<file path="src/design/leb_pkg.sv">
package leb_pkg;

	localparam int CHAR_W         = 8;
	localparam int CFG_IDX_W      = 3;
	localparam int LINE_DEPTH_DEF = 63;

	localparam logic [CHAR_W-1:0] LF_CODE    = 8'd10;
	localparam logic [CHAR_W-1:0] SPACE_CODE = 8'd32;

	// register map of the configuration port
	localparam logic [CFG_IDX_W-1:0] REG_ERASE_CHAR = 3'd0;
	localparam logic [CFG_IDX_W-1:0] REG_ERASE_WORD = 3'd1;
	localparam logic [CFG_IDX_W-1:0] REG_KILL_LINE  = 3'd2;
	localparam logic [CFG_IDX_W-1:0] REG_NEWLINE    = 3'd3;
	localparam logic [CFG_IDX_W-1:0] REG_END        = 3'd4;

	localparam logic [CHAR_W-1:0] RST_ERASE_CHAR = 8'd35;
	localparam logic [CHAR_W-1:0] RST_ERASE_WORD = 8'd36;
	localparam logic [CHAR_W-1:0] RST_KILL_LINE  = 8'd92;
	localparam logic [CHAR_W-1:0] RST_NEWLINE    = 8'd42;
	localparam logic [CHAR_W-1:0] RST_END        = 8'd126;

	// class of an incoming character, in priority order
	typedef enum logic [2:0] {
		OP_END,
		OP_ERASE_WORD,
		OP_ERASE_CHAR,
		OP_KILL,
		OP_NEWLINE,
		OP_PUSH
	} op_t;

	typedef struct packed {
		logic take;          // input beat accepted, hold the character
		logic push;          // write the incoming character on top
		logic push_held;     // write the held character on top
		logic cnt_dec;       // drop the top character
		logic cnt_clr;       // empty the buffer
		logic rd_top;        // read the top character and pop it
		logic idx_clr;       // restart the flush index
		logic rd_idx;        // read the character at the flush index
		logic load_char_out; // load read data into the output register
		logic load_end_out;  // load the line-end beat
	} leb_cmd_t;

	typedef struct packed {
		op_t  op;
		logic cnt_zero;
		logic cnt_full;
		logic idx_done;
		logic rdata_space;
		logic out_free;
	} leb_sts_t;

endpackage

</file>
<file path="src/design/line_edit_buffer_top.sv">
// line edit buffer: stack based line editor, one character per input beat
// in channel: in_valid/in_ready with in_char; a line feed is taken as a space
// cfg channel: cfg_valid/cfg_ready with cfg_index/cfg_data, always ready;
//   0 erase char, 1 erase word, 2 kill line, 3 newline, 4 end code
//   write only while the block is idle; other indexes are ignored
// out channel: out_valid/out_ready with out_char, char_present, line_end;
//   a flush sends the buffered characters oldest first, then a line-end beat
// steps: push, erase char and kill line complete as the beat is accepted; erase word
//   walks the buffer, a read then a check per popped character, until a space
//   has gone or the buffer runs dry; a flush reads and loads each character,
//   then sends the line-end beat, and a push into a full buffer follows it; the
//   store has one registered read port, which sets the read-then-use step of each walk
// the output register lets the next input beat in while the last result
//   still waits; a stalled receiver holds the flush walk, nothing is lost
// reset: buffer empty, control codes back to their defaults, no output
module line_edit_buffer_top #(
	parameter int LINE_DEPTH = leb_pkg::LINE_DEPTH_DEF
) (
	input  logic                          clk,
	input  logic                          arst_n,
	input  logic                          in_valid,
	output logic                          in_ready,
	input  logic [leb_pkg::CHAR_W-1:0]    in_char,
	input  logic                          cfg_valid,
	output logic                          cfg_ready,
	input  logic [leb_pkg::CFG_IDX_W-1:0] cfg_index,
	input  logic [leb_pkg::CHAR_W-1:0]    cfg_data,
	output logic                          out_valid,
	input  logic                          out_ready,
	output logic [leb_pkg::CHAR_W-1:0]    out_char,
	output logic                          char_present,
	output logic                          line_end
);

	import leb_pkg::*;

	leb_cmd_t cmd;
	leb_sts_t sts;

	// controller: decides each step from the character class and counters
	leb_ctrl u_ctrl (
		.clk      (clk),
		.arst_n   (arst_n),
		.in_valid (in_valid),
		.in_ready (in_ready),
		.sts      (sts),
		.cmd      (cmd)
	);

	// datapath: config codes, fill count, line store, output register
	leb_dpath #(
		.LINE_DEPTH(LINE_DEPTH)
	) u_dpath (
		.clk          (clk),
		.arst_n       (arst_n),
		.in_char      (in_char),
		.cfg_valid    (cfg_valid),
		.cfg_ready    (cfg_ready),
		.cfg_index    (cfg_index),
		.cfg_data     (cfg_data),
		.out_valid    (out_valid),
		.out_ready    (out_ready),
		.out_char     (out_char),
		.char_present (char_present),
		.line_end     (line_end),
		.cmd          (cmd),
		.sts          (sts)
	);

`ifndef ASSERT_OFF
	// never push onto a full buffer; the held push always lands on an empty one
	a_push_room: assert property (@(posedge clk) disable iff (!arst_n)
		!(cmd.push && sts.cnt_full) && !(cmd.push_held && !sts.cnt_zero))
		else $error("push into a full buffer");

	// a pending result is never overwritten
	a_out_free: assert property (@(posedge clk) disable iff (!arst_n)
		(cmd.load_char_out || cmd.load_end_out) |-> sts.out_free)
		else $error("output register overwritten");

	// word erase never pops an empty buffer
	a_pop_nonempty: assert property (@(posedge clk) disable iff (!arst_n)
		cmd.rd_top |-> !sts.cnt_zero)
		else $error("pop from an empty buffer");

	// a character beat is loaded into the output register only after its read
	a_read_before_load: assert property (@(posedge clk) disable iff (!arst_n)
		cmd.load_char_out |-> $past(cmd.rd_idx) || $past(cmd.load_char_out) == 1'b0)
		else $error("character loaded without a read");
`endif

endmodule

</file>
<file path="src/design/leb_ram.sv">
module leb_ram #(
	parameter int WIDTH = 8,
	parameter int DEPTH = 63
) (
	input  logic                     clk,
	input  logic                     we,
	input  logic [$clog2(DEPTH)-1:0] waddr,
	input  logic [WIDTH-1:0]         wdata,
	input  logic                     re,
	input  logic [$clog2(DEPTH)-1:0] raddr,
	output logic [WIDTH-1:0]         rdata
);

	logic [WIDTH-1:0] mem [DEPTH];
	logic [WIDTH-1:0] rdata_q;

	always_ff @(posedge clk) begin
		if (we) begin
			mem[waddr] <= wdata;
		end
		if (re) begin
			rdata_q <= mem[raddr];
		end
	end

	assign rdata = rdata_q;

endmodule

</file>
<file path="src/design/leb_ctrl.sv">
module leb_ctrl (
	input  logic               clk,
	input  logic               arst_n,
	input  logic               in_valid,
	output logic               in_ready,
	input  leb_pkg::leb_sts_t  sts,
	output leb_pkg::leb_cmd_t  cmd
);

	import leb_pkg::*;

	typedef enum logic [6:0] {
		S_IDLE   = 7'b0000001,
		S_EW_RD  = 7'b0000010,
		S_EW_CHK = 7'b0000100,
		S_FL_RD  = 7'b0001000,
		S_FL_LD  = 7'b0010000,
		S_FL_END = 7'b0100000,
		S_PUSH   = 7'b1000000
	} state_t;

	state_t state_q, state_d;
	logic   push_after_q, push_after_d;

	always_ff @(posedge clk or negedge arst_n) begin
		if (!arst_n) begin
			state_q      <= S_IDLE;
			push_after_q <= 1'b0;
		end else begin
			state_q      <= state_d;
			push_after_q <= push_after_d;
		end
	end

	assign in_ready = (state_q == S_IDLE);

	always_comb begin
		state_d      = state_q;
		push_after_d = push_after_q;
		cmd          = '0;
		case (state_q)
			S_IDLE: begin
				if (in_valid) begin
					cmd.take = 1'b1;
					case (sts.op)
						OP_END: begin
							if (!sts.cnt_zero) begin
								cmd.idx_clr = 1'b1;
								state_d     = S_FL_RD;
							end
						end
						OP_ERASE_WORD: begin
							state_d = S_EW_RD;
						end
						OP_ERASE_CHAR: begin
							cmd.cnt_dec = !sts.cnt_zero;
						end
						OP_KILL: begin
							cmd.cnt_clr = 1'b1;
						end
						OP_NEWLINE: begin
							cmd.idx_clr = 1'b1;
							state_d     = S_FL_RD;
						end
						default: begin
							if (sts.cnt_full) begin
								// full buffer: flush, then push the held character
								cmd.idx_clr  = 1'b1;
								push_after_d = 1'b1;
								state_d      = S_FL_RD;
							end else begin
								cmd.push = 1'b1;
							end
						end
					endcase
				end
			end
			S_EW_RD: begin
				if (sts.cnt_zero) begin
					state_d = S_IDLE;
				end else begin
					cmd.rd_top = 1'b1;
					state_d    = S_EW_CHK;
				end
			end
			S_EW_CHK: begin
				state_d = sts.rdata_space ? S_IDLE : S_EW_RD;
			end
			S_FL_RD: begin
				if (sts.idx_done) begin
					state_d = S_FL_END;
				end else begin
					cmd.rd_idx = 1'b1;
					state_d    = S_FL_LD;
				end
			end
			S_FL_LD: begin
				if (sts.out_free) begin
					cmd.load_char_out = 1'b1;
					state_d           = S_FL_RD;
				end
			end
			S_FL_END: begin
				if (sts.out_free) begin
					cmd.load_end_out = 1'b1;
					cmd.cnt_clr      = 1'b1;
					state_d          = push_after_q ? S_PUSH : S_IDLE;
				end
			end
			S_PUSH: begin
				cmd.push_held = 1'b1;
				push_after_d  = 1'b0;
				state_d       = S_IDLE;
			end
			default: begin
				state_d = S_IDLE;
			end
		endcase
	end

endmodule

</file>
<file path="src/design/leb_dpath.sv">
module leb_dpath #(
	parameter int LINE_DEPTH = leb_pkg::LINE_DEPTH_DEF
) (
	input  logic                                clk,
	input  logic                                arst_n,
	input  logic [leb_pkg::CHAR_W-1:0]          in_char,
	input  logic                                cfg_valid,
	output logic                                cfg_ready,
	input  logic [leb_pkg::CFG_IDX_W-1:0]       cfg_index,
	input  logic [leb_pkg::CHAR_W-1:0]          cfg_data,
	output logic                                out_valid,
	input  logic                                out_ready,
	output logic [leb_pkg::CHAR_W-1:0]          out_char,
	output logic                                char_present,
	output logic                                line_end,
	input  leb_pkg::leb_cmd_t                   cmd,
	output leb_pkg::leb_sts_t                   sts
);

	import leb_pkg::*;

	localparam int CNT_W  = $clog2(LINE_DEPTH + 1);
	localparam int ADDR_W = $clog2(LINE_DEPTH);

	logic [CHAR_W-1:0] erase_char_q, erase_word_q, kill_line_q, newline_q, end_q;
	logic [CHAR_W-1:0] char_in, char_q, rdata, wdata;
	logic [CNT_W-1:0]  cnt_q, idx_q, cnt_m1;
	logic [ADDR_W-1:0] raddr;
	logic              out_valid_q, char_present_q, line_end_q;
	logic [CHAR_W-1:0] out_char_q;
	logic              out_free;
	op_t               op;

	// config registers
	assign cfg_ready = 1'b1;

	always_ff @(posedge clk or negedge arst_n) begin
		if (!arst_n) begin
			erase_char_q <= RST_ERASE_CHAR;
			erase_word_q <= RST_ERASE_WORD;
			kill_line_q  <= RST_KILL_LINE;
			newline_q    <= RST_NEWLINE;
			end_q        <= RST_END;
		end else if (cfg_valid) begin
			case (cfg_index)
				REG_ERASE_CHAR: erase_char_q <= cfg_data;
				REG_ERASE_WORD: erase_word_q <= cfg_data;
				REG_KILL_LINE:  kill_line_q  <= cfg_data;
				REG_NEWLINE:    newline_q    <= cfg_data;
				REG_END:        end_q        <= cfg_data;
				default: ;
			endcase
		end
	end

	// line feed counts as a space before any compare
	assign char_in = (in_char == LF_CODE) ? SPACE_CODE : in_char;

	always_comb begin
		if (char_in == end_q)             op = OP_END;
		else if (char_in == erase_word_q) op = OP_ERASE_WORD;
		else if (char_in == erase_char_q) op = OP_ERASE_CHAR;
		else if (char_in == kill_line_q)  op = OP_KILL;
		else if (char_in == newline_q)    op = OP_NEWLINE;
		else                              op = OP_PUSH;
	end

	always_ff @(posedge clk) begin
		if (cmd.take) begin
			char_q <= char_in;
		end
	end

	// fill count and flush index
	assign cnt_m1 = cnt_q - CNT_W'(1);

	always_ff @(posedge clk or negedge arst_n) begin
		if (!arst_n) begin
			cnt_q <= '0;
			idx_q <= '0;
		end else begin
			if (cmd.cnt_clr) begin
				cnt_q <= '0;
			end else if (cmd.push || cmd.push_held) begin
				cnt_q <= cnt_q + CNT_W'(1);
			end else if (cmd.cnt_dec || cmd.rd_top) begin
				cnt_q <= cnt_m1;
			end
			if (cmd.idx_clr) begin
				idx_q <= '0;
			end else if (cmd.load_char_out) begin
				idx_q <= idx_q + CNT_W'(1);
			end
		end
	end

	// line store
	assign wdata = cmd.push ? char_in : char_q;
	assign raddr = cmd.rd_top ? cnt_m1[ADDR_W-1:0] : idx_q[ADDR_W-1:0];

	leb_ram #(
		.WIDTH(CHAR_W),
		.DEPTH(LINE_DEPTH)
	) u_store (
		.clk   (clk),
		.we    (cmd.push || cmd.push_held),
		.waddr (cnt_q[ADDR_W-1:0]),
		.wdata (wdata),
		.re    (cmd.rd_top || cmd.rd_idx),
		.raddr (raddr),
		.rdata (rdata)
	);

	// output register
	assign out_free = !out_valid_q || out_ready;

	always_ff @(posedge clk or negedge arst_n) begin
		if (!arst_n) begin
			out_valid_q <= 1'b0;
		end else if (cmd.load_char_out || cmd.load_end_out) begin
			out_valid_q <= 1'b1;
		end else if (out_ready) begin
			out_valid_q <= 1'b0;
		end
	end

	always_ff @(posedge clk) begin
		if (cmd.load_char_out) begin
			out_char_q     <= rdata;
			char_present_q <= 1'b1;
			line_end_q     <= 1'b0;
		end else if (cmd.load_end_out) begin
			out_char_q     <= '0;
			char_present_q <= 1'b0;
			line_end_q     <= 1'b1;
		end
	end

	assign out_valid    = out_valid_q;
	assign out_char     = out_char_q;
	assign char_present = char_present_q;
	assign line_end     = line_end_q;

	always_comb begin
		sts             = '0;
		sts.op          = op;
		sts.cnt_zero    = (cnt_q == '0);
		sts.cnt_full    = (cnt_q == CNT_W'(LINE_DEPTH));
		sts.idx_done    = (idx_q == cnt_q);
		sts.rdata_space = (rdata == SPACE_CODE);
		sts.out_free    = out_free;
	end

endmodule

</file>
<file path="config.mk">
export PLATFORM = sky130hd
export DESIGN_NAME = line_edit_buffer_top
export DESIGN_NICKNAME = d
export VERILOG_FILES = /design/src/design/leb_pkg.sv /design/src/design/line_edit_buffer_top.sv /design/src/design/leb_ram.sv /design/src/design/leb_ctrl.sv /design/src/design/leb_dpath.sv
export SDC_FILE = /design/constraint.sdc
export NUM_CORES = 1
export LEC_CHECK = 0
export ABC_AREA = 1
export BUFFER_PORTS_ARGS = -buffer_cell sky130_fd_sc_hd__buf_4
export CORE_UTILIZATION = 40
export CTS_BUF_LIST = sky130_fd_sc_hd__clkbuf_4
export CTS_CLUSTER_SIZE = 14
export DETAILED_ROUTE_END_ITERATION = 12
export SYNTH_ARGS = -nofsm -noshare
export SYNTH_HDL_FRONTEND = slang
export SYNTH_HIERARCHICAL = 1
export SYNTH_SLANG_ARGS = --single-unit
</file>
<file path="constraint.sdc">
create_clock -name clk -period 7.45 [get_ports clk]
set_input_delay 0.745 -clock clk [delete_from_list [all_inputs] [get_ports clk]]
set_output_delay 0.745 -clock clk [all_outputs]
set_load 0.005 [all_outputs]
</file>
==> out/qor.txt <==
Status - finished clean
Fmax - 0.189 GHz
Most frequent cell after synthesis - nand2_1
Syn_nets - 2,397
Post-layout nets - 2,491
Clock Latency Late Sink - 990 ps
Synth Area in Compound Gates - 1.75%
Sequential fraction of the synthesis area - 68.5%
CTS tree - built
DRC - 0
Largest family of logic cells by synthesized area - simple AND/OR/NAND/NOR gates
Max_slew headroom - 23.7%
DR pass1 iterations - 7
Filler Cells Inserted - 5,878
Worst hold path type - in -> reg
Post-Synth Adder-Cell Area - 0.197%
Initial antenna violation count - 1
Die area - 64,700 sq um
Synth area leaders - edfxtp_1 62%, nand2_1 12%, nand3_1 8.9%, dfrtp_1 4.1%, dfstp_2 2.0%
Via count - 17,814
Crit path DAT - 5840 ps
Hold_ws - 122 ps
Leak - 10.8 nW
Synth Cell Area - 25,500 sq um
Mapped Avg Cell Area - 10.7 sq um
Root Driver - clkbuf_4
Gp weighted congestion - 0.887
RR Endpoint - u_dpath/u_store/rdata[7]
Post-synthesis xor/xnor area fraction - 0.924%
RSZ-0062 raised after global routing - false
Slew Viols, Final - 0
Final Cycle Share - 70.9%
Rows - 92
Global route overflow - 0
Post-Syn Instances - 2,369
DR WL met2 - 30,100 microns
Setup TNS - 0 ps
Die Height - 254 microns
Post-synthesis simple-gate area fraction - 24.3%
Yosys cell types - 43
WL final - 64,900 microns
DR WL met3 - 4960 microns
Final setup fails - 0
Crit path capture type - flip-flop
Largest net degree at the start of global routing - 249
Core Footprint - 63,000 sq um
Starting Density - 40.4%
Register-to-register setup slack - 2280 ps
Clock buffer depth - 3
Area growth, synth to finish - 11.8%
Worst slew pin tran - 1140 ps
Iter 0 DRT Violations - 1,741
Final core utilization - 45.2%
Startpoint types - input pin
First-pass GRT wire length - 100,000 microns
Met1 wire length - 28,200 microns
Vias per inst - 5.21
Min cycle time layout - 5280 ps
Clk slew on worst S/H paths - 60 ps
WHS Endpoint - u_dpath/erase_word_q[2]
Cell taking the most area after synthesis - edfxtp_1
Worst Path Max Fanout - 14
Most instantiated cells after synthesis - 787 x nand2_1, 528 x edfxtp_1, 451 x nand3_1
Width of the die - 254 microns
Reg-to-reg critical path startpoint - u_dpath/cnt_q[0]
Fin. Hold Viols - 0
Worst path required time - 8010 ps
Clock sink total - 591
Drt wl/cell - 19.0 microns
Synth top area share - 62.3%
Post-synth EDFFs - 528
IO buf count - 35
#FFs+latches synth - 591
Worst hold path depth - 3
FF-to-FF path depth - 17
WS Path Type - in -> reg
Max cap viols - 0
Final antenna-violating net count - 0
Vias in the first global route - 17,552
TritonCTS Buffers - 155
Skew final - 61.3 ps
H-tree level count - 4
Gr usage total - 20.5%
Ratio of cells with drive above 1 in the final layout - 14.4%
Post-synthesis mux area share - 0%
Dpl hpwl - 38,100 microns
Top_reg_cell synth - edfxtp_1
Hold Path Origin - cfg_data[2]
Worst-case vdd ir drop - 0.000303 V
Total power divided by cell area - 379 nW/um^2
# IOs - 37
Yosys warns - 6
Ys async rst share - 10.3%
Max layer used - met4
Post-CTS Resized - 0
## cells in the final DEF, fill, tap and decap left out, drive strengths merged
cell type and n:
nor4 12, a31oi 2, or4 1, xor2 11, nand3 454, clkbuf 222, xnor2 15, inv 98
bufinv 5, nor3 14, nand2 797, o211a 1, dlygate4sd3 7, clkinvlp 3, a211oi 1, o22ai 4
dfrtp 42, nand3b 1, a21oi 11, dfstp 19, dfxtp 2, o21ai 67, nor2 138, diode 1
conb 1, ha 4, nand4 15, or2 4, clkinv 31, buf 62, edfxtp 528
## flip-flops by register name, summed over array words and instances, names as in the netlist
| register | count |
|---|---|
| u_dpath/newline_q | 8 |
| u_ctrl/push_after_q | 1 |
| u_dpath/erase_char_q | 8 |
| u_dpath/cnt_q | 6 |
| u_dpath/out_char | 8 |
| u_ctrl/state_q | 7 |
| u_dpath/end_q | 8 |
| u_dpath/kill_line_q | 8 |
| u_dpath/out_valid | 1 |
| u_dpath/u_store/mem | 504 |
| u_dpath/char_q | 8 |
| u_dpath/idx_q | 6 |
| u_dpath/char_present | 1 |
| u_dpath/line_end | 1 |
| u_dpath/erase_word_q | 8 |
| u_dpath/u_store/rdata | 8 |
## report_power, final
| group | total [mW] | switching (mW) | internal (mW) |
|---|---|---|---|
| Clock | 2.83 | 1.30 | 1.54 |
| Sequential | 4.31 | 0.146 | 4.17 |
| Combinational | 3.64 | 2.73 | 0.914 |
## worst max-delay path, cell delays in order
cell and delay [ps]:
dlygate4sd3_1 550, buf_4 180, inv_2 90, nand2_1 70, nor2_2 150, nand2_4 140
nand2_4 160, nand2_1 70, o21ai_1 80, nor2_1 60, nand2_1 80, nand2_1 60
a21oi_1 300, nor2_1 150, nor2_1 150, nand2_1 70, nor2_1 360, nor2_2 160
inv_1 410, nand4_1 880, nor2_1 910
## layer usage
metal	vias up	GRT usage, %
li1	8401	-
met1	8624	27.7
met2	689	31.8
met3	100	4.92
met4	0	8.57
met5	-	0
## repair_timing
action,4_1_cts,5_1_grt
endpoints found under the setup margin,0,0
buffers inserted,0,0
hold endpoints to repair,49,0
hold buffers,7,0
## worst max-delay path by stage
| stage | from | endpoint | slack [ps] | cells after the start |
|---|---|---|---|---|
| after CTS | u_dpath/cnt_q[0] | u_dpath/u_store/rdata[1] | 2370 | 17 |
| after detailed placement | in_char[5] | u_dpath/u_store/mem[56][5] | 1800 | 20 |
| final | in_char[4] | u_dpath/u_store/mem[48][1] | 2170 | 21 |
| after global placement | in_char[5] | u_dpath/u_store/mem[8][0] | 1820 | 22 |
| after global routing | in_char[4] | u_dpath/u_store/mem[48][5] | 1980 | 19 |
| after floorplan | in_char[4] | u_dpath/u_store/mem[0][2] | 1550 | 17 |
## logic make-up after synthesis
logic type,Yosys count
flops,591
buf+inv,225
xor+xnor,26
simple gates,1436
other cells,1
fa+ha+maj,4
compound gates,86
## layout make-up
class                           instances  area [sq um]  share of cell area (%)
Multi-Input combinational cell       1553          7050                    24.8
Clock buffer                          222          1670                    5.85
Inverter                               93           364                    1.28
Antenna cell                            1          2.50                 0.00879
Tap cell                              846          1060                    3.72
Sequential cell                       591         17400                    61.3
Timing Repair Buffer                   69           573                    2.01
Clock inverter                         44           312                    1.09
## stage by stage
| stage | instance area (sq um) | total power [mW] | setup slack (ps) | std cells |
|---|---|---|---|---|
| after global routing | 28500 | 11.4 | 1980 | 3419 |
| after detailed placement | 26400 | 7.99 | 1800 | 3145 |
| final | 28500 | 10.8 | 2170 | 3419 |
| after CTS | 28500 | 10.9 | 2370 | 3418 |
| after global placement | 26400 | 7.95 | 1820 | 3145 |
| after floorplan | 25500 | 6.78 | 1550 | 2369 |
(Power assumes the default switching activity.)
